==> src/rtl/core/owbm_pkg.sv <==
// ----------------------------------------------------------------------------
// owbm_pkg
// Shared types, codes and reset values of the one-wire bus master.
// ----------------------------------------------------------------------------
`default_nettype none

package owbm_pkg;

  localparam int unsigned TimerBits   = 10;
  localparam int unsigned BitsPerByte = 8;
  localparam int unsigned BitCntBits  = $clog2(BitsPerByte);
  localparam int unsigned CfgIdxBits  = 3;

  typedef logic [TimerBits-1:0]   timer_t;
  typedef logic [BitsPerByte-1:0] byte_t;
  typedef logic [BitCntBits-1:0]  bit_cnt_t;

  localparam timer_t ResetLowDefault     = timer_t'(480);
  localparam timer_t PresenceWaitDefault = timer_t'(30);
  localparam timer_t PresenceHoldDefault = timer_t'(60);
  localparam timer_t ZeroLowDefault      = timer_t'(10);
  localparam timer_t ShortLowDefault     = timer_t'(1);
  localparam timer_t RecoveryDefault     = timer_t'(10);

  localparam bit_cnt_t LastBit = bit_cnt_t'(BitsPerByte - 1);

  typedef enum logic [1:0] {
    OP_TICK  = 2'd0,
    OP_RESET = 2'd1,
    OP_WRITE = 2'd2,
    OP_READ  = 2'd3
  } op_e;

  typedef enum logic [2:0] {
    PH_IDLE     = 3'd0,
    PH_RST_LOW  = 3'd1,
    PH_RST_WAIT = 3'd2,
    PH_RST_HOLD = 3'd3,
    PH_WR_LOW   = 3'd4,
    PH_WR_REC   = 3'd5,
    PH_RD_LOW   = 3'd6,
    PH_RD_REC   = 3'd7
  } phase_e;

  typedef enum logic [CfgIdxBits-1:0] {
    CFG_RESET_LOW     = 3'd0,
    CFG_PRESENCE_WAIT = 3'd1,
    CFG_PRESENCE_HOLD = 3'd2,
    CFG_ZERO_LOW      = 3'd3,
    CFG_SHORT_LOW     = 3'd4,
    CFG_RECOVERY      = 3'd5
  } cfg_idx_e;

  typedef struct packed {
    timer_t reset_low_us;
    timer_t presence_wait_us;
    timer_t presence_hold_us;
    timer_t zero_low_us;
    timer_t short_low_us;
    timer_t recovery_us;
  } cfg_t;

  typedef struct packed {
    op_e   op;
    byte_t write_data;
    logic  line_in;
  } req_t;

  typedef struct packed {
    logic  line_release;
    logic  busy_res;
    logic  done_res;
    logic  presence;
    byte_t read_data;
    logic  rejected;
  } res_t;

  function automatic timer_t at_least_one(timer_t v);
    return (v == '0) ? timer_t'(1) : v;
  endfunction

endpackage

`default_nettype wire

==> src/rtl/core/owbm_req_if.sv <==
// ----------------------------------------------------------------------------
// owbm_req_if
// Request channel: command, write byte and sampled line level.
// ----------------------------------------------------------------------------
`default_nettype none

interface owbm_req_if;
  logic                 valid;
  logic                 ready;
  owbm_pkg::op_e        op;
  owbm_pkg::byte_t      write_data;
  logic                 line_in;

  modport source (output valid, output op, output write_data, output line_in, input ready);
  modport sink   (input valid, input op, input write_data, input line_in, output ready);
endinterface

`default_nettype wire

==> src/rtl/core/owbm_res_if.sv <==
// ----------------------------------------------------------------------------
// owbm_res_if
// Result channel: line drive, status flags and read byte.
// ----------------------------------------------------------------------------
`default_nettype none

interface owbm_res_if;
  logic            valid;
  logic            ready;
  logic            line_release;
  logic            busy_res;
  logic            done_res;
  logic            presence;
  owbm_pkg::byte_t read_data;
  logic            rejected;

  modport source (output valid, output line_release, output busy_res, output done_res,
                  output presence, output read_data, output rejected, input ready);
  modport sink   (input valid, input line_release, input busy_res, input done_res,
                  input presence, input read_data, input rejected, output ready);
endinterface

`default_nettype wire

==> src/rtl/core/owbm_cfg_if.sv <==
// ----------------------------------------------------------------------------
// owbm_cfg_if
// Configuration write channel: register index and write data.
// ----------------------------------------------------------------------------
`default_nettype none

interface owbm_cfg_if;
  logic                                  valid;
  logic                                  ready;
  logic [owbm_pkg::CfgIdxBits-1:0]       idx;
  owbm_pkg::timer_t                      wdata;

  modport source (output valid, output idx, output wdata, input ready);
  modport sink   (input valid, input idx, input wdata, output ready);
endinterface

`default_nettype wire

==> src/rtl/core/owbm_cfg_regs.sv <==
// ----------------------------------------------------------------------------
// owbm_cfg_regs
// Timing registers of the bus master, written by index.
// ----------------------------------------------------------------------------
`default_nettype none

module owbm_cfg_regs (
  input  wire logic                            clk_i,
  input  wire logic                            rst_ni,
  input  wire logic                            we_i,
  input  wire logic [owbm_pkg::CfgIdxBits-1:0] idx_i,
  input  wire owbm_pkg::timer_t                wdata_i,
  output owbm_pkg::cfg_t                       cfg_o
);

  owbm_pkg::cfg_t cfg_q, cfg_d;

  always_comb begin
    cfg_d = cfg_q;
    if (we_i) begin
      case (owbm_pkg::cfg_idx_e'(idx_i))
        owbm_pkg::CFG_RESET_LOW:     cfg_d.reset_low_us     = wdata_i;
        owbm_pkg::CFG_PRESENCE_WAIT: cfg_d.presence_wait_us = wdata_i;
        owbm_pkg::CFG_PRESENCE_HOLD: cfg_d.presence_hold_us = wdata_i;
        owbm_pkg::CFG_ZERO_LOW:      cfg_d.zero_low_us      = wdata_i;
        owbm_pkg::CFG_SHORT_LOW:     cfg_d.short_low_us     = wdata_i;
        owbm_pkg::CFG_RECOVERY:      cfg_d.recovery_us      = wdata_i;
        default:                     cfg_d = cfg_q;
      endcase
    end
  end

  always_ff @(posedge clk_i or negedge rst_ni) begin
    if (!rst_ni) begin
      cfg_q.reset_low_us     <= owbm_pkg::ResetLowDefault;
      cfg_q.presence_wait_us <= owbm_pkg::PresenceWaitDefault;
      cfg_q.presence_hold_us <= owbm_pkg::PresenceHoldDefault;
      cfg_q.zero_low_us      <= owbm_pkg::ZeroLowDefault;
      cfg_q.short_low_us     <= owbm_pkg::ShortLowDefault;
      cfg_q.recovery_us      <= owbm_pkg::RecoveryDefault;
    end else begin
      cfg_q <= cfg_d;
    end
  end

  assign cfg_o = cfg_q;

endmodule

`default_nettype wire

==> src/rtl/core/owbm_step.sv <==
// ----------------------------------------------------------------------------
// owbm_step
// Bus state and the single-tick step: phase, slot timer, bit counter, shifter.
// ----------------------------------------------------------------------------
`default_nettype none

module owbm_step (
  input  wire logic           clk_i,
  input  wire logic           rst_ni,
  input  wire logic           adv_i,
  input  wire owbm_pkg::req_t req_i,
  input  wire owbm_pkg::cfg_t cfg_i,
  output owbm_pkg::res_t      res_o
);

  owbm_pkg::phase_e   phase_q, phase_d;
  owbm_pkg::op_e      cmd_q, cmd_d;
  owbm_pkg::timer_t   tick_q, tick_d;
  owbm_pkg::bit_cnt_t bits_q, bits_d;
  owbm_pkg::byte_t    shift_q, shift_d;
  owbm_pkg::byte_t    rd_q, rd_d;
  logic               pres_q, pres_d;

  owbm_pkg::timer_t   slot_len;
  logic               slot_end;
  logic               line_release;
  logic               done;
  logic               rejected;

  always_comb begin
    phase_d      = phase_q;
    cmd_d        = cmd_q;
    tick_d       = tick_q;
    bits_d       = bits_q;
    shift_d      = shift_q;
    rd_d         = rd_q;
    pres_d       = pres_q;
    line_release = 1'b1;
    done         = 1'b0;
    rejected     = 1'b0;
    slot_len     = owbm_pkg::at_least_one(cfg_i.recovery_us);
    slot_end     = 1'b0;

    if (phase_q == owbm_pkg::PH_IDLE) begin
      if (req_i.op != owbm_pkg::OP_TICK) begin
        cmd_d  = req_i.op;
        tick_d = '0;
        bits_d = '0;
        case (req_i.op)
          owbm_pkg::OP_RESET: begin
            phase_d = owbm_pkg::PH_RST_LOW;
            pres_d  = 1'b0;
          end
          owbm_pkg::OP_WRITE: begin
            shift_d = req_i.write_data;
            phase_d = owbm_pkg::PH_WR_LOW;
          end
          default: begin
            shift_d = '0;
            phase_d = owbm_pkg::PH_RD_LOW;
          end
        endcase
      end
    end else if (req_i.op != owbm_pkg::OP_TICK) begin
      rejected = 1'b1;
    end

    if (phase_d != owbm_pkg::PH_IDLE) begin
      line_release = !(phase_d == owbm_pkg::PH_RST_LOW || phase_d == owbm_pkg::PH_WR_LOW ||
                       phase_d == owbm_pkg::PH_RD_LOW);
      tick_d = tick_d + owbm_pkg::timer_t'(1);
      if (phase_d == owbm_pkg::PH_RD_REC && tick_d == owbm_pkg::timer_t'(1)) begin
        shift_d = {req_i.line_in, shift_d[owbm_pkg::BitsPerByte-1:1]};
      end
      case (phase_d)
        owbm_pkg::PH_RST_LOW:  slot_len = owbm_pkg::at_least_one(cfg_i.reset_low_us);
        owbm_pkg::PH_RST_WAIT: slot_len = owbm_pkg::at_least_one(cfg_i.presence_wait_us);
        owbm_pkg::PH_RST_HOLD: slot_len = owbm_pkg::at_least_one(cfg_i.presence_hold_us);
        owbm_pkg::PH_WR_LOW:   slot_len = shift_d[0] ?
                                          owbm_pkg::at_least_one(cfg_i.short_low_us) :
                                          owbm_pkg::at_least_one(cfg_i.zero_low_us);
        owbm_pkg::PH_RD_LOW:   slot_len = owbm_pkg::at_least_one(cfg_i.short_low_us);
        default:               slot_len = owbm_pkg::at_least_one(cfg_i.recovery_us);
      endcase
      if (tick_d >= slot_len) begin
        tick_d = '0;
        case (phase_d)
          owbm_pkg::PH_RST_LOW: phase_d = owbm_pkg::PH_RST_WAIT;
          owbm_pkg::PH_RST_WAIT: begin
            pres_d = !req_i.line_in;
            if (pres_d && cfg_i.presence_hold_us != '0) begin
              phase_d = owbm_pkg::PH_RST_HOLD;
            end else begin
              phase_d = owbm_pkg::PH_IDLE;
              done    = 1'b1;
            end
          end
          owbm_pkg::PH_RST_HOLD: begin
            phase_d = owbm_pkg::PH_IDLE;
            done    = 1'b1;
          end
          owbm_pkg::PH_WR_LOW: begin
            if (cfg_i.recovery_us != '0) phase_d = owbm_pkg::PH_WR_REC;
            else slot_end = 1'b1;
          end
          owbm_pkg::PH_RD_LOW: phase_d = owbm_pkg::PH_RD_REC;
          default:             slot_end = 1'b1;
        endcase
      end
    end

    if (slot_end) begin
      if (cmd_d == owbm_pkg::OP_WRITE) shift_d = shift_d >> 1;
      if (bits_d == owbm_pkg::LastBit) begin
        if (cmd_d == owbm_pkg::OP_READ) rd_d = shift_d;
        phase_d = owbm_pkg::PH_IDLE;
        done    = 1'b1;
      end else begin
        bits_d  = bits_d + owbm_pkg::bit_cnt_t'(1);
        phase_d = (cmd_d == owbm_pkg::OP_WRITE) ? owbm_pkg::PH_WR_LOW : owbm_pkg::PH_RD_LOW;
      end
    end
  end

  always_ff @(posedge clk_i or negedge rst_ni) begin
    if (!rst_ni) begin
      phase_q <= owbm_pkg::PH_IDLE;
      cmd_q   <= owbm_pkg::OP_TICK;
      tick_q  <= '0;
      bits_q  <= '0;
      shift_q <= '0;
      rd_q    <= '0;
      pres_q  <= 1'b0;
    end else if (adv_i) begin
      phase_q <= phase_d;
      cmd_q   <= cmd_d;
      tick_q  <= tick_d;
      bits_q  <= bits_d;
      shift_q <= shift_d;
      rd_q    <= rd_d;
      pres_q  <= pres_d;
    end
  end

  assign res_o.line_release = line_release;
  assign res_o.busy_res     = (phase_d != owbm_pkg::PH_IDLE);
  assign res_o.done_res     = done;
  assign res_o.presence     = pres_d;
  assign res_o.read_data    = rd_d;
  assign res_o.rejected     = rejected;

`ifndef SYNTH
  a_done_ends_busy : assert property (@(posedge clk_i) disable iff (!rst_ni)
    adv_i && res_o.done_res |-> !res_o.busy_res)
    else $error("command completed but still busy");

  a_reject_only_busy : assert property (@(posedge clk_i) disable iff (!rst_ni)
    adv_i && res_o.rejected |-> phase_q != owbm_pkg::PH_IDLE)
    else $error("request rejected while idle");

  a_idle_timer_clear : assert property (@(posedge clk_i) disable iff (!rst_ni)
    phase_q == owbm_pkg::PH_IDLE |-> tick_q == '0)
    else $error("slot timer running while idle");

  a_done_lands_idle : assert property (@(posedge clk_i) disable iff (!rst_ni)
    adv_i && res_o.done_res |=> phase_q == owbm_pkg::PH_IDLE)
    else $error("phase not idle after completion");
`endif

endmodule

`default_nettype wire

==> src/rtl/core/one_wire_bus_master_top.sv <==
// ----------------------------------------------------------------------------
// one_wire_bus_master_top
// One-wire bus master stepped by one microsecond tick per request.
// ----------------------------------------------------------------------------
// Every request is one bus tick and yields exactly one result. A request is
// taken into an input register, stepped through the bus state in a single
// pass and lands in a result register, so one request per clock is
// sustained unless results stall; a stalled result register holds the
// input register, which takes a new request while the result is drained.
// Timing registers are written through the configuration channel, which is
// always ready, and should be written only while no command is running.
// ----------------------------------------------------------------------------
`default_nettype none

module one_wire_bus_master_top (
  input  wire logic   clk_i,
  input  wire logic   rst_ni,
  owbm_req_if.sink    req_i,
  owbm_res_if.source  res_o,
  owbm_cfg_if.sink    cfg_i
);

  logic             in_valid_q, in_valid_d;
  owbm_pkg::req_t   in_req_q;
  logic             out_valid_q, out_valid_d;
  owbm_pkg::res_t   out_res_q;
  owbm_pkg::res_t   step_res;
  owbm_pkg::cfg_t   cfg;
  logic             adv;
  logic             take;

  assign adv   = in_valid_q && (!out_valid_q || res_o.ready);
  assign take  = req_i.valid && req_i.ready;
  assign req_i.ready = !in_valid_q || adv;
  assign cfg_i.ready = 1'b1;

  assign in_valid_d  = take ? 1'b1 : (adv ? 1'b0 : in_valid_q);
  assign out_valid_d = adv ? 1'b1 : (res_o.ready ? 1'b0 : out_valid_q);

  owbm_cfg_regs u_cfg (
    .clk_i   (clk_i),
    .rst_ni  (rst_ni),
    .we_i    (cfg_i.valid),
    .idx_i   (cfg_i.idx),
    .wdata_i (cfg_i.wdata),
    .cfg_o   (cfg)
  );

  owbm_step u_step (
    .clk_i  (clk_i),
    .rst_ni (rst_ni),
    .adv_i  (adv),
    .req_i  (in_req_q),
    .cfg_i  (cfg),
    .res_o  (step_res)
  );

  always_ff @(posedge clk_i or negedge rst_ni) begin
    if (!rst_ni) begin
      in_valid_q  <= 1'b0;
      out_valid_q <= 1'b0;
    end else begin
      in_valid_q  <= in_valid_d;
      out_valid_q <= out_valid_d;
    end
  end

  always_ff @(posedge clk_i) begin
    if (take) begin
      in_req_q.op         <= req_i.op;
      in_req_q.write_data <= req_i.write_data;
      in_req_q.line_in    <= req_i.line_in;
    end
    if (adv) out_res_q <= step_res;
  end

  assign res_o.valid        = out_valid_q;
  assign res_o.line_release = out_res_q.line_release;
  assign res_o.busy_res     = out_res_q.busy_res;
  assign res_o.done_res     = out_res_q.done_res;
  assign res_o.presence     = out_res_q.presence;
  assign res_o.read_data    = out_res_q.read_data;
  assign res_o.rejected     = out_res_q.rejected;

`ifndef SYNTH
  a_no_overwrite : assert property (@(posedge clk_i) disable iff (!rst_ni)
    in_valid_q && !adv |-> !req_i.ready)
    else $error("input register overwritten while held");

  a_result_follows : assert property (@(posedge clk_i) disable iff (!rst_ni)
    adv |=> out_valid_q)
    else $error("stepped request produced no result");

  a_stall_holds : assert property (@(posedge clk_i) disable iff (!rst_ni)
    out_valid_q && !res_o.ready |-> !adv)
    else $error("result register overwritten while stalled");
`endif

endmodule

`default_nettype wire
==> src/flat_wrapper.sv <==
// flat-port wrapper written by rule: the top's interface ports become plain ports
module one_wire_bus_master_top_flat 
  (clk_i, rst_ni, req_i_valid, req_i_op, req_i_write_data, req_i_line_in, req_i_ready, res_o_valid, res_o_line_release, res_o_busy_res, res_o_done_res, res_o_presence, res_o_read_data, res_o_rejected, res_o_ready, cfg_i_valid, cfg_i_idx, cfg_i_wdata, cfg_i_ready);
  owbm_req_if req_i_i ();
  owbm_res_if res_o_i ();
  owbm_cfg_if cfg_i_i ();
  input  wire logic clk_i;
  input  wire logic rst_ni;
  input wire logic [$bits(req_i_i.valid)-1:0] req_i_valid;
  input wire logic [$bits(req_i_i.op)-1:0] req_i_op;
  input wire logic [$bits(req_i_i.write_data)-1:0] req_i_write_data;
  input wire logic [$bits(req_i_i.line_in)-1:0] req_i_line_in;
  output wire logic [$bits(req_i_i.ready)-1:0] req_i_ready;
  output wire logic [$bits(res_o_i.valid)-1:0] res_o_valid;
  output wire logic [$bits(res_o_i.line_release)-1:0] res_o_line_release;
  output wire logic [$bits(res_o_i.busy_res)-1:0] res_o_busy_res;
  output wire logic [$bits(res_o_i.done_res)-1:0] res_o_done_res;
  output wire logic [$bits(res_o_i.presence)-1:0] res_o_presence;
  output wire logic [$bits(res_o_i.read_data)-1:0] res_o_read_data;
  output wire logic [$bits(res_o_i.rejected)-1:0] res_o_rejected;
  input wire logic [$bits(res_o_i.ready)-1:0] res_o_ready;
  input wire logic [$bits(cfg_i_i.valid)-1:0] cfg_i_valid;
  input wire logic [$bits(cfg_i_i.idx)-1:0] cfg_i_idx;
  input wire logic [$bits(cfg_i_i.wdata)-1:0] cfg_i_wdata;
  output wire logic [$bits(cfg_i_i.ready)-1:0] cfg_i_ready;
  assign req_i_i.valid = req_i_valid;
  assign req_i_i.op = req_i_op;
  assign req_i_i.write_data = req_i_write_data;
  assign req_i_i.line_in = req_i_line_in;
  assign req_i_ready = req_i_i.ready;
  assign res_o_valid = res_o_i.valid;
  assign res_o_line_release = res_o_i.line_release;
  assign res_o_busy_res = res_o_i.busy_res;
  assign res_o_done_res = res_o_i.done_res;
  assign res_o_presence = res_o_i.presence;
  assign res_o_read_data = res_o_i.read_data;
  assign res_o_rejected = res_o_i.rejected;
  assign res_o_i.ready = res_o_ready;
  assign cfg_i_i.valid = cfg_i_valid;
  assign cfg_i_i.idx = cfg_i_idx;
  assign cfg_i_i.wdata = cfg_i_wdata;
  assign cfg_i_ready = cfg_i_i.ready;
  one_wire_bus_master_top u_core (.clk_i(clk_i), .rst_ni(rst_ni), .req_i(req_i_i), .res_o(res_o_i), .cfg_i(cfg_i_i));
endmodule
==> config.mk <==
export PLATFORM = sky130hd
export DESIGN_NAME = one_wire_bus_master_top_flat
export DESIGN_NICKNAME = d
export VERILOG_FILES = /design/src/rtl/core/owbm_pkg.sv /design/src/rtl/core/owbm_req_if.sv /design/src/rtl/core/owbm_res_if.sv /design/src/rtl/core/owbm_cfg_if.sv /design/src/rtl/core/owbm_cfg_regs.sv /design/src/rtl/core/owbm_step.sv /design/src/rtl/core/one_wire_bus_master_top.sv /design/src/flat_wrapper.sv
export SDC_FILE = /design/constraint.sdc
export NUM_CORES = 1
export LEC_CHECK = 0
export ABC_AREA = 0
export BUFFER_PORTS_ARGS = -buffer_cell sky130_fd_sc_hd__buf_4
export CORE_MARGIN = 8
export CORE_UTILIZATION = 38
export CTS_BUF_LIST = sky130_fd_sc_hd__clkbuf_4
export DETAILED_ROUTE_END_ITERATION = 6
export GPL_TIMING_DRIVEN = 0
export PLACE_DENSITY_LB_ADDON = 0.1
export SLEW_MARGIN = 5
export SYNTH_ARGS = -nofsm -noshare
export SYNTH_HDL_FRONTEND = slang
export SYNTH_HIERARCHICAL = 1
export SYNTH_SLANG_ARGS = --single-unit
==> constraint.sdc <==
create_clock -name clk_i -period 7.8 [get_ports clk_i]
set_input_delay 1.17 -clock clk_i [delete_from_list [all_inputs] [get_ports clk_i]]
set_output_delay 1.17 -clock clk_i [all_outputs]
set_load 0.05 [all_outputs]
==> results of run 1 <==
[critical path, delay by kind of cell, from the launching register on]
kind,cells,cell delay (ns)
and+or+nand+nor,9,2.18
AOI/OAI and AO/OA,7,1.59
buffers and inverters,6,1.07
adders and majority gates,3,0.82
DFF,1,0.37
muxes,2,0.35
[sequential cells by signal, indices dropped and copies added (netlist names)]
name                       cells
u_core/u_step/phase_q          3
u_core/res_o.rejected          1
u_core/u_step/rd_q             8
u_core/res_o.busy_res          1
u_core/res_o.done_res          1
u_core/u_step/cmd_q            2
u_core/u_cfg/cfg_o            60
u_core/res_o.valid             1
u_core/u_step/bits_q           3
u_core/res_o.presence          1
u_core/res_o.line_release      1
u_core/in_req_q               11
u_core/res_o.read_data         8
u_core/in_valid_q              1
u_core/u_step/tick_q          10
u_core/u_step/pres_q           1
u_core/u_step/shift_q          8
[logic make-up (layout without fill, tap and decap cells)]
group | after synthesis | after routing
flops | 121 | 121
buf+inv | 53 | 129
simple gates | 192 | 192
mux | 99 | 99
fa+ha+maj | 14 | 14
xor+xnor | 7 | 7
other cells | 1 | 2
compound gates | 150 | 150
[power by group through the flow]
stage	registers [mW]	logic [mW]	clock network, mW
2_1_floorplan	0.889	0.672	0
3_3_place_gp	0.904	0.926	0
3_5_place_dp	0.908	0.941	0
4_1_cts	0.895	0.945	0.466
5_1_grt	0.916	1.05	0.491
6_report	0.895	0.951	0.444
[cell usage in the layout, fill, tap and decap left out, types with 7 or more instances in the layout]
cell,count
sky130_fd_sc_hd__inv_1,14
sky130_fd_sc_hd__buf_2,10
sky130_fd_sc_hd__nand2_1,53
sky130_fd_sc_hd__o21ai_0,24
sky130_fd_sc_hd__clkbuf_4,20
sky130_fd_sc_hd__mux2_1,16
sky130_fd_sc_hd__a22oi_1,11
sky130_fd_sc_hd__buf_4,50
sky130_fd_sc_hd__clkbuf_1,17
sky130_fd_sc_hd__dfrtp_1,80
sky130_fd_sc_hd__nand3_1,13
sky130_fd_sc_hd__o21ai_1,21
sky130_fd_sc_hd__nor2_1,49
sky130_fd_sc_hd__a31oi_1,8
sky130_fd_sc_hd__mux2i_1,21
sky130_fd_sc_hd__nor3_1,12
sky130_fd_sc_hd__dfstp_2,17
sky130_fd_sc_hd__edfxtp_1,24
sky130_fd_sc_hd__nand2b_1,7
sky130_fd_sc_hd__nor4_1,7
sky130_fd_sc_hd__ha_1,14
sky130_fd_sc_hd__mux2_2,62
sky130_fd_sc_hd__a21oi_1,31
[per-layer routing]
layer	up-vias	GRT usage [%]	part of all wire, %
met5	-	0	0
met4	0	6.35	1.6
met3	23	3.08	4.0
met2	147	28.0	49
met1	2649	22.0	45
li1	2493	-	-
[through the flow]
step | worst slack (ns) | area [um2]
global placement | 1.29 | 7420
floorplan | 2.21 | 6810
global route | 0.750 | 7730
CTS | 1.18 | 7700
finish | 1.14 | 7730
detailed placement | 1.19 | 7420
[cells in the mapped netlist, types with 5 or more instances]
cell and count:
sky130_fd_sc_hd__dfrtp_1 80, sky130_fd_sc_hd__mux2_2 62, sky130_fd_sc_hd__nand2_1 53, sky130_fd_sc_hd__nor2_1 49, sky130_fd_sc_hd__a21oi_1 31, sky130_fd_sc_hd__edfxtp_1 24
sky130_fd_sc_hd__o21ai_0 24, sky130_fd_sc_hd__mux2i_1 21, sky130_fd_sc_hd__o21ai_1 21, sky130_fd_sc_hd__clkbuf_1 17, sky130_fd_sc_hd__dfstp_2 17, sky130_fd_sc_hd__mux2_1 16
sky130_fd_sc_hd__ha_1 14, sky130_fd_sc_hd__inv_1 14, sky130_fd_sc_hd__nand3_1 13, sky130_fd_sc_hd__nor3_1 12, sky130_fd_sc_hd__a22oi_1 11, sky130_fd_sc_hd__buf_2 10
sky130_fd_sc_hd__a31oi_1 8, sky130_fd_sc_hd__buf_4 8, sky130_fd_sc_hd__nand2b_1 7, sky130_fd_sc_hd__nor4_1 7, sky130_fd_sc_hd__and2_1 6, sky130_fd_sc_hd__o22ai_1 6
sky130_fd_sc_hd__or3_1 6, sky130_fd_sc_hd__or4_1 5, sky130_fd_sc_hd__xnor2_1 5
[path summary, 6_finish.rpt]
path | slack (ns) | endpoint | depth (start not counted)
worst max register to register | 1.14 | u_core/res_o.busy_res$_DFFE_PP_ | 27
worst min-delay path | 0.49 | u_core/u_cfg/cfg_o[12]$_DFFE_PN0P_ | 1
min in group clk_i | 0.50 | u_core/u_step/rd_q[3]$_DFFE_PN0P_ | 1
worst max-delay path | 1.14 | u_core/res_o.busy_res$_DFFE_PP_ | 27
worst min register to register | 0.50 | u_core/u_step/rd_q[3]$_DFFE_PN0P_ | 1
max in group asynchronous | 6.64 | u_core/u_cfg/cfg_o[34]$_DFFE_PN1P_ | 2
[area by class of cell]
cell class | count | share of cell area [%]
plain buffers | 39 | 2.83
well taps | 229 | 3.71
clock buffers | 20 | 1.94
repair buffers | 44 | 4.58
flip-flops and latches | 121 | 41.0
inverters | 14 | 0.680
diodes | 1 | 0.0324
clock inverters | 12 | 1.63
multi-input cells | 463 | 43.6
==> metrics.txt, run 1 <==
# TYPE chip_impl_metric gauge
chip_impl_metric{name="combinationalPowerShare",unit="%"} 41.5
chip_impl_info{name="timing_worst_setup_path_type",value="reg -> reg"} 1
chip_impl_metric{name="cts_buffers",unit=""} 17
chip_impl_metric{name="fp.dieH",unit="um"} 150
chip_impl_info{name="cts_root_buffer",value="sky130_fd_sc_hd__clkbuf_4"} 1
chip_impl_metric{name="sw_frac_of_total",unit="%"} 40.7
chip_impl_info{name="cts_tree",value="done"} 1
chip_impl_metric{name="synth_top_area_share",unit="%"} 29.4
chip_impl_metric{name="synthesis.nets",unit=""} 680
chip_impl_metric{name="vdd_ir_drop_max",unit="uV"} 101
chip_impl_metric{name="cts_htree_levels",unit=""} 4
chip_impl_metric{name="synth.area.mux_share",unit="%"} 16.0
chip_impl_metric{name="number_of_max_cap_violations",unit=""} 0
chip_impl_metric{name="drt_pre_antenna_iters",unit=""} 5
chip_impl_metric{name="design.portCount",unit=""} 45
chip_impl_metric{name="placementRows",unit=""} 49
chip_impl_metric{name="grt_start_max_net_pins",unit=""} 98
chip_impl_metric{name="grt_pass1_vias",unit=""} 5311
chip_impl_metric{name="grt_antenna_before_repair",unit=""} 1
chip_impl_metric{name="post-route-util",unit="%"} 43.5
chip_impl_metric{name="multi_input_comb_area",unit="um2"} 3370
chip_impl_metric{name="power.clock.fraction",unit="%"} 19.4
chip_impl_metric{name="yosysSeqAreaShare",unit="%"} 46.5
chip_impl_metric{name="vias_per_cell",unit=""} 5.63
chip_impl_metric{name="signal_arrival_time_at_the_worst_endpoint",unit="ns"} 6.94
chip_impl_metric{name="post_synth_instance_area",unit="um2"} 6810
chip_impl_metric{name="max_fclk",unit="MHz"} 150
chip_impl_metric{name="placed_cells",unit=""} 909
chip_impl_info{name="hp-class",value="in -> async"} 1
chip_impl_metric{name="critical_path.max_fanout",unit=""} 10
chip_impl_metric{name="setup_total_negative_slack",unit="ns"} 0
chip_impl_metric{name="grt_util_all_layers",unit="%"} 17.0
chip_impl_metric{name="detailedRoute.firstIterationViolations",unit=""} 412
chip_impl_info{name="endpoint_kind",value="register"} 1
chip_impl_info{name="grt_setup_unrepaired",value="false"} 1
chip_impl_metric{name="final-instance-count-excl-fill",unit=""} 943
chip_impl_metric{name="port-buffer-count",unit=""} 43
chip_impl_metric{name="cts-resized-gates",unit=""} 0
chip_impl_metric{name="grt.overflow.total",unit=""} 0
chip_impl_metric{name="number_of_synthesized_flops_with_an_enable_pin",unit=""} 24
chip_impl_metric{name="post-route-drc-count",unit=""} 0
chip_impl_metric{name="final_layout_size_suffix_gt1_share",unit="%"} 28.1
chip_impl_metric{name="routed-via-count",unit=""} 5312
chip_impl_metric{name="power.internal",unit="mW"} 1.36
chip_impl_metric{name="report.final.hold_viol_count",unit=""} 0
chip_impl_metric{name="total_power",unit="mW"} 2.29
chip_impl_info{name="critical_path_slowest_stage_cell",value="sky130_fd_sc_hd__or4_1"} 1
chip_impl_metric{name="clk_pin_slew",unit="ns"} 0.11
chip_impl_metric{name="pwr-share-seq",unit="%"} 39.1
chip_impl_metric{name="final.setup_skew",unit="ns"} 0.0193
chip_impl_metric{name="cellLeakagePower",unit="nW"} 3.16
chip_impl_metric{name="n_fill_cell",unit=""} 1737
chip_impl_metric{name="seq_cell_area",unit="um2"} 3170
chip_impl_metric{name="worst-endpoint-required",unit="ns"} 8.08
chip_impl_metric{name="max-clock-path-buffers",unit=""} 2
chip_impl_metric{name="report.final.slew_viol_count",unit=""} 0
chip_impl_metric{name="max_slew.worst_pin.slew",unit="ns"} 0.928
chip_impl_metric{name="report.final.setup_viol",unit=""} 0
chip_impl_metric{name="timing.slew.headroom",unit="%"} 37.9
chip_impl_metric{name="die_area",unit="um2"} 22500
chip_impl_metric{name="finalWeightedCongestion",unit=""} 0.896
chip_impl_info{name="yosys_most_used_dff",value="sky130_fd_sc_hd__dfrtp_1"} 1
chip_impl_info{name="setup.worst_path.start",value="u_core/in_req_q[9]$_DFFE_PP_"} 1
chip_impl_metric{name="post-route-min-period",unit="ns"} 6.66
chip_impl_metric{name="drt.antenna.violating_nets",unit=""} 0
chip_impl_metric{name="core_region_area",unit="um2"} 17800
chip_impl_metric{name="wire_per_inst",unit="um"} 19.5
chip_impl_metric{name="cts_sinks",unit=""} 121
chip_impl_metric{name="syn2layout_area_growth",unit="%"} 13.5
chip_impl_metric{name="global_route_wire_length_before_repair",unit="um"} 29600
chip_impl_metric{name="synth_adder_area_share",unit="%"} 2.57
chip_impl_metric{name="powerDensity",unit="nW/um2"} 296
chip_impl_metric{name="hpwl",unit="um"} 13500
chip_impl_metric{name="die_w",unit="um"} 150
chip_impl_metric{name="hold_buffers",unit=""} 0
chip_impl_info{name="run_status",value="complete, no violations"} 1
chip_impl_metric{name="p_sw",unit="uW"} 933
chip_impl_info{name="main_combinational_cell_family_by_area_after_synthesis",value="multiplexers"} 1
chip_impl_metric{name="period_share",unit="%"} 85.4
chip_impl_metric{name="layout.nets",unit=""} 743
chip_impl_info{name="synth.largest_area_cell",value="sky130_fd_sc_hd__dfrtp_1"} 1
chip_impl_metric{name="routed_wirelength",unit="um"} 18400
chip_impl_metric{name="share_of_flip_flops_with_an_asynchronous_set_or_reset",unit="%"} 80.2
chip_impl_metric{name="synth_cell_types",unit=""} 77
chip_impl_metric{name="ys_warn_count",unit=""} 6
chip_impl_metric{name="synth.avg_cell_area",unit="um2"} 10.7
chip_impl_metric{name="cts_setup_buffers",unit=""} 0
chip_impl_metric{name="initial_utilization",unit="%"} 38.3
chip_impl_info{name="regToRegStartpoint",value="u_core/in_req_q[9]$_DFFE_PP_"} 1
chip_impl_metric{name="syn_inst",unit=""} 637
chip_impl_metric{name="worst_skew_pair.late_latency",unit="ns"} 0.55
chip_impl_info{name="worst_setup_path_start_kind",value="register"} 1
chip_impl_info{name="synthTopCellsByArea",value="sky130_fd_sc_hd__dfrtp_1, sky130_fd_sc_hd__edfxtp_1, sky130_fd_sc_hd__mux2_2"} 1
chip_impl_metric{name="critical_path.max_stage_delay",unit="ns"} 0.56
chip_impl_metric{name="whs",unit="ns"} 0.489
chip_impl_metric{name="ys_seq_elements",unit=""} 121
chip_impl_metric{name="synth_compound_area_share",unit="%"} 14.7
chip_impl_metric{name="yosys.area_share.simple",unit="%"} 15.2
chip_impl_metric{name="synth_xor_area_share",unit="%"} 0.900
No activity file was read; power rests on OpenSTA's default activity.
==> run 2: changes to the inputs <==
Settings changed: CELL_PAD_IN_SITES_DETAIL_PLACEMENT from default to 0, CELL_PAD_IN_SITES_GLOBAL_PLACEMENT from default to 1.
==> metrics.txt, run 2 (synthesis gave the netlist of run 1 again) <==
# TYPE chip_impl_metric gauge
chip_impl_metric{name="post-route-min-period",unit="ns"} 6.75
chip_impl_metric{name="fp.dieH",unit="um"} 150
chip_impl_metric{name="n_fill_cell",unit=""} 1770
chip_impl_info{name="final_common_cell",value="sky130_fd_sc_hd__dfrtp_1"} 1
chip_impl_info{name="hp-class",value="in -> async"} 1
chip_impl_metric{name="final_layout_size_suffix_gt1_share",unit="%"} 27.9
chip_impl_metric{name="routed-via-count",unit=""} 5285
chip_impl_metric{name="hpwl",unit="um"} 13700
chip_impl_metric{name="design.portCount",unit=""} 45
chip_impl_metric{name="detailedRoute.firstIterationViolations",unit=""} 387
chip_impl_metric{name="global_route_wire_length_before_repair",unit="um"} 29600
chip_impl_metric{name="max-clock-path-buffers",unit=""} 2
chip_impl_info{name="run_status",value="complete, no violations"} 1
chip_impl_metric{name="wirelength_met1",unit="um"} 8240
chip_impl_metric{name="fin_ws",unit="ns"} 1.05
chip_impl_metric{name="grt.overflow.total",unit=""} 0
chip_impl_metric{name="wire_per_inst",unit="um"} 19.9
chip_impl_metric{name="power.clock.fraction",unit="%"} 18.4
chip_impl_metric{name="drt_pre_antenna_iters",unit=""} 5
chip_impl_metric{name="pwr-share-seq",unit="%"} 39.4
chip_impl_metric{name="powerDensity",unit="nW/um2"} 294
chip_impl_metric{name="cts_buffers",unit=""} 17
chip_impl_metric{name="port-buffer-count",unit=""} 43
chip_impl_metric{name="placementRows",unit=""} 49
chip_impl_metric{name="grt_util_all_layers",unit="%"} 17.1
chip_impl_info{name="route.top_layer_used",value="met4"} 1
chip_impl_metric{name="grt_start_max_net_pins",unit=""} 98
chip_impl_metric{name="drt.antenna.violating_nets",unit=""} 0
chip_impl_metric{name="report.final.setup_viol",unit=""} 0
chip_impl_metric{name="place_worst_setup_slack",unit="ns"} 1.15
chip_impl_info{name="grt_setup_unrepaired",value="false"} 1
chip_impl_metric{name="cts_sinks",unit=""} 121
chip_impl_metric{name="critical_path.max_fanout",unit=""} 10
chip_impl_metric{name="sw_frac_of_total",unit="%"} 41.8
chip_impl_metric{name="finalWeightedCongestion",unit=""} 0.877
chip_impl_metric{name="max_slew.worst_pin.slew",unit="ns"} 0.941
chip_impl_info{name="cts_root_buffer",value="sky130_fd_sc_hd__clkbuf_4"} 1
chip_impl_metric{name="cts_setup_buffers",unit=""} 0
chip_impl_metric{name="max_fclk",unit="MHz"} 148
chip_impl_info{name="timing_worst_setup_path_type",value="reg -> reg"} 1
chip_impl_metric{name="report.final.hold_viol_count",unit=""} 0
chip_impl_metric{name="power.internal",unit="mW"} 1.32
chip_impl_metric{name="signal_arrival_time_at_the_worst_endpoint",unit="ns"} 7.00
chip_impl_metric{name="wl_met2",unit="um"} 9400
chip_impl_info{name="worst_setup_path_start_kind",value="register"} 1
chip_impl_metric{name="vias_per_cell",unit=""} 5.60
chip_impl_metric{name="largest_register_ffs",unit=""} 60
chip_impl_metric{name="core_region_area",unit="um2"} 17800
chip_impl_metric{name="grt_antenna_before_repair",unit=""} 1
chip_impl_metric{name="initial_utilization",unit="%"} 38.3
chip_impl_metric{name="worst-endpoint-required",unit="ns"} 8.05
chip_impl_metric{name="routed_wirelength",unit="um"} 18700
chip_impl_metric{name="timing.slew.headroom",unit="%"} 37.0
chip_impl_metric{name="final.setup_skew",unit="ns"} 0.0242
chip_impl_metric{name="cts-resized-gates",unit=""} 0
chip_impl_metric{name="hold_buffers",unit=""} 0
chip_impl_metric{name="setup_total_negative_slack",unit="ns"} 0
chip_impl_metric{name="die_w",unit="um"} 150
chip_impl_metric{name="route.met3.wl",unit="um"} 775
chip_impl_metric{name="number_of_max_cap_violations",unit=""} 0
chip_impl_info{name="most-common-layout-cells",value="sky130_fd_sc_hd__dfrtp_1, sky130_fd_sc_hd__mux2_2, sky130_fd_sc_hd__nand2_1"} 1
chip_impl_metric{name="post-route-drc-count",unit=""} 0
chip_impl_metric{name="vdd_ir_drop_max",unit="uV"} 108
chip_impl_metric{name="layout.nets",unit=""} 743
chip_impl_metric{name="report.final.slew_viol_count",unit=""} 0
chip_impl_info{name="cts_tree",value="done"} 1
chip_impl_metric{name="worst_skew_pair.late_latency",unit="ns"} 0.54
chip_impl_metric{name="syn2layout_area_growth",unit="%"} 13.2
chip_impl_metric{name="clk_pin_slew",unit="ns"} 0.13
chip_impl_info{name="endpoint_kind",value="register"} 1
chip_impl_metric{name="grt_pass1_vias",unit=""} 5262
chip_impl_metric{name="total_power",unit="mW"} 2.27
chip_impl_metric{name="period_share",unit="%"} 86.5
chip_impl_metric{name="cellLeakagePower",unit="nW"} 3.15
chip_impl_metric{name="die_area",unit="um2"} 22500
chip_impl_metric{name="combinationalPowerShare",unit="%"} 42.2
chip_impl_metric{name="cts_htree_levels",unit=""} 4
chip_impl_metric{name="p_sw",unit="uW"} 949
## run 2: path summary, 6_finish.rpt
path,to,slack [ns],cells past startpoint,start
min in group clk_i,u_core/u_step/bits_q[1]$_DFFE_PN0P_,0.50,2,u_core/u_step/bits_q[1]$_DFFE_PN0P_
hold / removal,u_core/u_step/tick_q[7]$_DFFE_PN0P_,0.49,1,rst_ni
setup / recovery,u_core/res_o.busy_res$_DFFE_PP_,1.05,27,u_core/in_req_q[10]$_DFFE_PP_
setup reg to reg,u_core/res_o.busy_res$_DFFE_PP_,1.05,27,u_core/in_req_q[10]$_DFFE_PP_
max in group asynchronous,u_core/u_cfg/cfg_o[35]$_DFFE_PN1P_,6.59,2,rst_ni
hold reg to reg,u_core/u_step/bits_q[1]$_DFFE_PN0P_,0.50,2,u_core/u_step/bits_q[1]$_DFFE_PN0P_
## run 2: cell type report
cell class / instances / area, um2 / area share (%)
diodes: 1 / 2.50 / 0.0325
plain buffers: 39 / 219 / 2.84
clock buffers: 18 / 135 / 1.75
clock inverters: 14 / 121 / 1.57
inverters: 14 / 52.6 / 0.681
multi-input cells: 463 / 3370 / 43.7
flip-flops and latches: 121 / 3170 / 41.1
well taps: 229 / 287 / 3.72
repair buffers: 44 / 354 / 4.59
## run 2: metrics by stage
step	util [%]	hold slack (ns)	std cells	cell area (um2)
6_report	43.4	0.494	943	7710
5_1_grt	43.4	0.458	943	7710
4_1_cts	43.2	0.501	941	7680
3_5_place_dp	41.7	0.474	909	7420
3_3_place_gp	41.7	0.463	909	7420
2_1_floorplan	-	0.448	637	6810
## run 2: critical path, cell delays in order (launching register included)
cell                        delay [ns]
sky130_fd_sc_hd__edfxtp_1         0.44
sky130_fd_sc_hd__inv_1            0.13
sky130_fd_sc_hd__ha_1             0.21
sky130_fd_sc_hd__buf_6            0.15
sky130_fd_sc_hd__or4_1            0.50
sky130_fd_sc_hd__buf_2            0.19
sky130_fd_sc_hd__and2_1           0.17
sky130_fd_sc_hd__ha_1             0.26
sky130_fd_sc_hd__nand3_1          0.26
sky130_fd_sc_hd__nor3_1           0.09
sky130_fd_sc_hd__o21ai_1          0.36
sky130_fd_sc_hd__o2111a_2         0.39
sky130_fd_sc_hd__mux2i_1          0.25
sky130_fd_sc_hd__buf_6            0.21
sky130_fd_sc_hd__mux2i_1          0.09
sky130_fd_sc_hd__o21ai_1          0.17
sky130_fd_sc_hd__o21ai_0          0.24
sky130_fd_sc_hd__ha_1             0.40
sky130_fd_sc_hd__inv_1            0.04
sky130_fd_sc_hd__or4_1            0.55
sky130_fd_sc_hd__nor2_1           0.14
sky130_fd_sc_hd__o2111ai_1        0.13
sky130_fd_sc_hd__o21a_1           0.23
sky130_fd_sc_hd__buf_6            0.15
sky130_fd_sc_hd__nor2_4           0.12
sky130_fd_sc_hd__buf_2            0.27
sky130_fd_sc_hd__a21oi_1          0.11
sky130_fd_sc_hd__nand3b_1         0.24
## run 2: power groups by stage
stage / sequential, mW / clock [mW] / combinational [mW]
2_1_floorplan: 0.889 / 0 / 0.672
3_3_place_gp: 0.903 / 0 / 0.932
3_5_place_dp: 0.906 / 0 / 0.947
4_1_cts: 0.893 / 0.439 / 0.952
5_1_grt: 0.913 / 0.461 / 1.05
6_report: 0.893 / 0.419 / 0.958
## run 2: routing by layer
| metal | GRT usage (%) | vias to the layer above |
|---|---|---|
| li1 | - | 2499 |
| met1 | 20.9 | 2638 |
| met2 | 29.2 | 124 |
| met3 | 3.96 | 24 |
| met4 | 5.25 | 0 |
| met5 | 0 | - |
==> run 3: changes to the inputs <==
==> constraint.sdc (replaced) <==
create_clock -name clk_i -period 7.8 [get_ports clk_i]
set_input_delay 0.39 -clock clk_i [delete_from_list [all_inputs] [get_ports clk_i]]
set_output_delay 0.39 -clock clk_i [all_outputs]
set_load 0.05 [all_outputs]
==> metrics.txt, run 3 (synthesis gave the netlist of run 1 again) <==
# TYPE chip_impl_metric gauge
chip_impl_metric{name="largest_register_ffs",unit=""} 60
chip_impl_metric{name="routed-via-count",unit=""} 5341
chip_impl_info{name="final_common_cell",value="sky130_fd_sc_hd__dfrtp_1"} 1
chip_impl_metric{name="drt_pre_antenna_iters",unit=""} 5
chip_impl_metric{name="fp.dieH",unit="um"} 150
chip_impl_metric{name="place_worst_setup_slack",unit="ns"} 1.15
chip_impl_metric{name="worst_skew_pair.late_latency",unit="ns"} 0.54
chip_impl_metric{name="final-instance-count-excl-fill",unit=""} 955
chip_impl_metric{name="design.portCount",unit=""} 45
chip_impl_info{name="cts_root_buffer",value="sky130_fd_sc_hd__clkbuf_4"} 1
chip_impl_metric{name="cts_htree_levels",unit=""} 4
chip_impl_info{name="critical_path_slowest_stage_cell",value="sky130_fd_sc_hd__or4_1"} 1
chip_impl_metric{name="clk_pin_slew",unit="ns"} 0.12
chip_impl_metric{name="final_layout_size_suffix_gt1_share",unit="%"} 27.4
chip_impl_metric{name="drt.antenna.violating_nets",unit=""} 0
chip_impl_info{name="run_status",value="complete, no violations"} 1
chip_impl_metric{name="vdd_ir_drop_max",unit="uV"} 108
chip_impl_metric{name="grt.overflow.total",unit=""} 0
chip_impl_info{name="hp-class",value="in -> reg"} 1
chip_impl_metric{name="timing.slew.headroom",unit="%"} 35.7
chip_impl_metric{name="max_fclk",unit="MHz"} 149
chip_impl_metric{name="cellLeakagePower",unit="nW"} 3.20
chip_impl_info{name="endpoint_kind",value="register"} 1
chip_impl_metric{name="period_share",unit="%"} 86.3
chip_impl_metric{name="routed_wirelength",unit="um"} 18900
chip_impl_metric{name="max_slew.worst_pin.slew",unit="ns"} 0.961
chip_impl_metric{name="die_w",unit="um"} 150
chip_impl_metric{name="layout.cell_area.non_filler",unit="um2"} 7830
chip_impl_metric{name="grt_start_max_net_pins",unit=""} 98
chip_impl_metric{name="die_area",unit="um2"} 22500
chip_impl_metric{name="max-clock-path-buffers",unit=""} 2
chip_impl_metric{name="powerDensity",unit="nW/um2"} 291
chip_impl_metric{name="fin_ws",unit="ns"} 1.07
chip_impl_metric{name="port-buffer-count",unit=""} 43
chip_impl_metric{name="placed_cells",unit=""} 909
chip_impl_metric{name="critical_path.max_stage_delay",unit="ns"} 0.55
chip_impl_metric{name="grt_antenna_before_repair",unit=""} 1
chip_impl_metric{name="post-route-drc-count",unit=""} 0
chip_impl_metric{name="cts_sinks",unit=""} 121
chip_impl_metric{name="number_of_max_cap_violations",unit=""} 0
chip_impl_metric{name="signal_arrival_time_at_the_worst_endpoint",unit="ns"} 6.99
chip_impl_metric{name="global_route_wire_length_before_repair",unit="um"} 29800
chip_impl_metric{name="vias_per_cell",unit=""} 5.59
chip_impl_metric{name="worst-endpoint-required",unit="ns"} 8.06
chip_impl_metric{name="syn2layout_area_growth",unit="%"} 15.0
chip_impl_info{name="cts_tree",value="done"} 1
chip_impl_info{name="grt_setup_unrepaired",value="false"} 1
chip_impl_metric{name="detailedRoute.firstIterationViolations",unit=""} 367
chip_impl_metric{name="post-route-min-period",unit="ns"} 6.73
chip_impl_metric{name="report.final.hold_viol_count",unit=""} 0
chip_impl_metric{name="wire_per_inst",unit="um"} 19.8
chip_impl_metric{name="report.final.slew_viol_count",unit=""} 0
chip_impl_metric{name="placementRows",unit=""} 49
chip_impl_metric{name="hpwl",unit="um"} 13700
chip_impl_metric{name="grt_pass1_vias",unit=""} 5306
chip_impl_metric{name="critical_path.max_fanout",unit=""} 10
chip_impl_metric{name="setup_total_negative_slack",unit="ns"} 0
chip_impl_info{name="most-common-layout-cells",value="sky130_fd_sc_hd__dfrtp_1, sky130_fd_sc_hd__mux2_2, sky130_fd_sc_hd__nand2_1"} 1
chip_impl_metric{name="finalWeightedCongestion",unit=""} 0.877
chip_impl_metric{name="final.setup_skew",unit="ns"} 0.0246
chip_impl_metric{name="grt_util_all_layers",unit="%"} 17.2
chip_impl_metric{name="layout.nets",unit=""} 755
chip_impl_metric{name="cts_buffers",unit=""} 17
chip_impl_metric{name="report.final.setup_viol",unit=""} 0
chip_impl_metric{name="initial_utilization",unit="%"} 38.3
chip_impl_metric{name="core_region_area",unit="um2"} 17800
chip_impl_metric{name="post-route-util",unit="%"} 44.0
chip_impl_info{name="timing_worst_setup_path_type",value="reg -> reg"} 1
chip_impl_metric{name="placed_area",unit="um2"} 7420
chip_impl_info{name="worst_setup_path_start_kind",value="register"} 1
-- run 3: worst max-delay path, delay by kind of cell, from the launching register on --
kind                     cells  cell delay, ns
flip-flops                   1            0.44
multiplexers                 2            0.34
AO/OA/AOI/OAI                7            1.64
adder cells (fa/ha/maj)      3            0.86
buffers and inverters        7            1.13
AND/OR/NAND/NOR              8            2.07
-- run 3: cell type report --
| class | instances | area, um2 |
|---|---|---|
| fill | 1762 | 9950 |
| multi-input combinational | 463 | 3370 |
| sequential | 121 | 3170 |
| timing repair buffer | 56 | 474 |
| tap | 229 | 287 |
| buffer | 39 | 219 |
| clock buffer | 18 | 135 |
| clock inverter | 14 | 121 |
| inverter | 14 | 52.6 |
| antenna | 1 | 2.50 |
-- run 3: per-stage QoR --
stage | hold WS (ns) | power (mW)
6_report | 0.0595 | 2.28
5_1_grt | 0.0101 | 2.43
4_1_cts | 0.00177 | 2.29
3_5_place_dp | 0.474 | 1.85
3_3_place_gp | 0.463 | 1.84
2_1_floorplan | 0.0944 | 1.56
-- run 3: power by group --
group | internal (mW) | switching (mW) | total [mW] | leakage (nW)
combinational | 0.381 | 0.584 | 0.965 | 1.70
clock | 0.162 | 0.257 | 0.419 | 0.135
sequential | 0.781 | 0.112 | 0.893 | 1.37
total | 1.32 | 0.952 | 2.28 | 3.20
-- run 3: path summary, 6_finish.rpt --
check / from / to / slack [ns] / depth (start not counted)
max in group asynchronous: rst_ni / u_core/u_cfg/cfg_o[35]$_DFFE_PN1P_ / 6.80 / 3
max reg2reg: u_core/in_req_q[10]$_DFFE_PP_ / u_core/res_o.busy_res$_DFFE_PP_ / 1.07 / 27
min in group asynchronous: rst_ni / u_core/u_step/tick_q[7]$_DFFE_PN0P_ / 0.28 / 2
min: req_i_valid / u_core/in_valid_q$_DFFE_PN0P_ / 0.06 / 2
max: u_core/in_req_q[10]$_DFFE_PP_ / u_core/res_o.busy_res$_DFFE_PP_ / 1.07 / 27
min reg2reg: u_core/u_step/bits_q[1]$_DFFE_PN0P_ / u_core/u_step/bits_q[1]$_DFFE_PN0P_ / 0.50 / 2
-- run 3: repair_timing --
action / CTS / global route
hold buffers: 8 / 4
gates resized for setup: 0 / 0
hold endpoints to repair: 8 / 33
buffers inserted: 0 / 0
-- run 3: per-layer routing --
| metal | GRT usage [%] | part of all wire [%] |
|---|---|---|
| met2 | 29.5 | 50 |
| met3 | 3.96 | 3.8 |
| met1 | 21.0 | 45 |
| met4 | 5.25 | 1.7 |
| met5 | 0 | 0 |
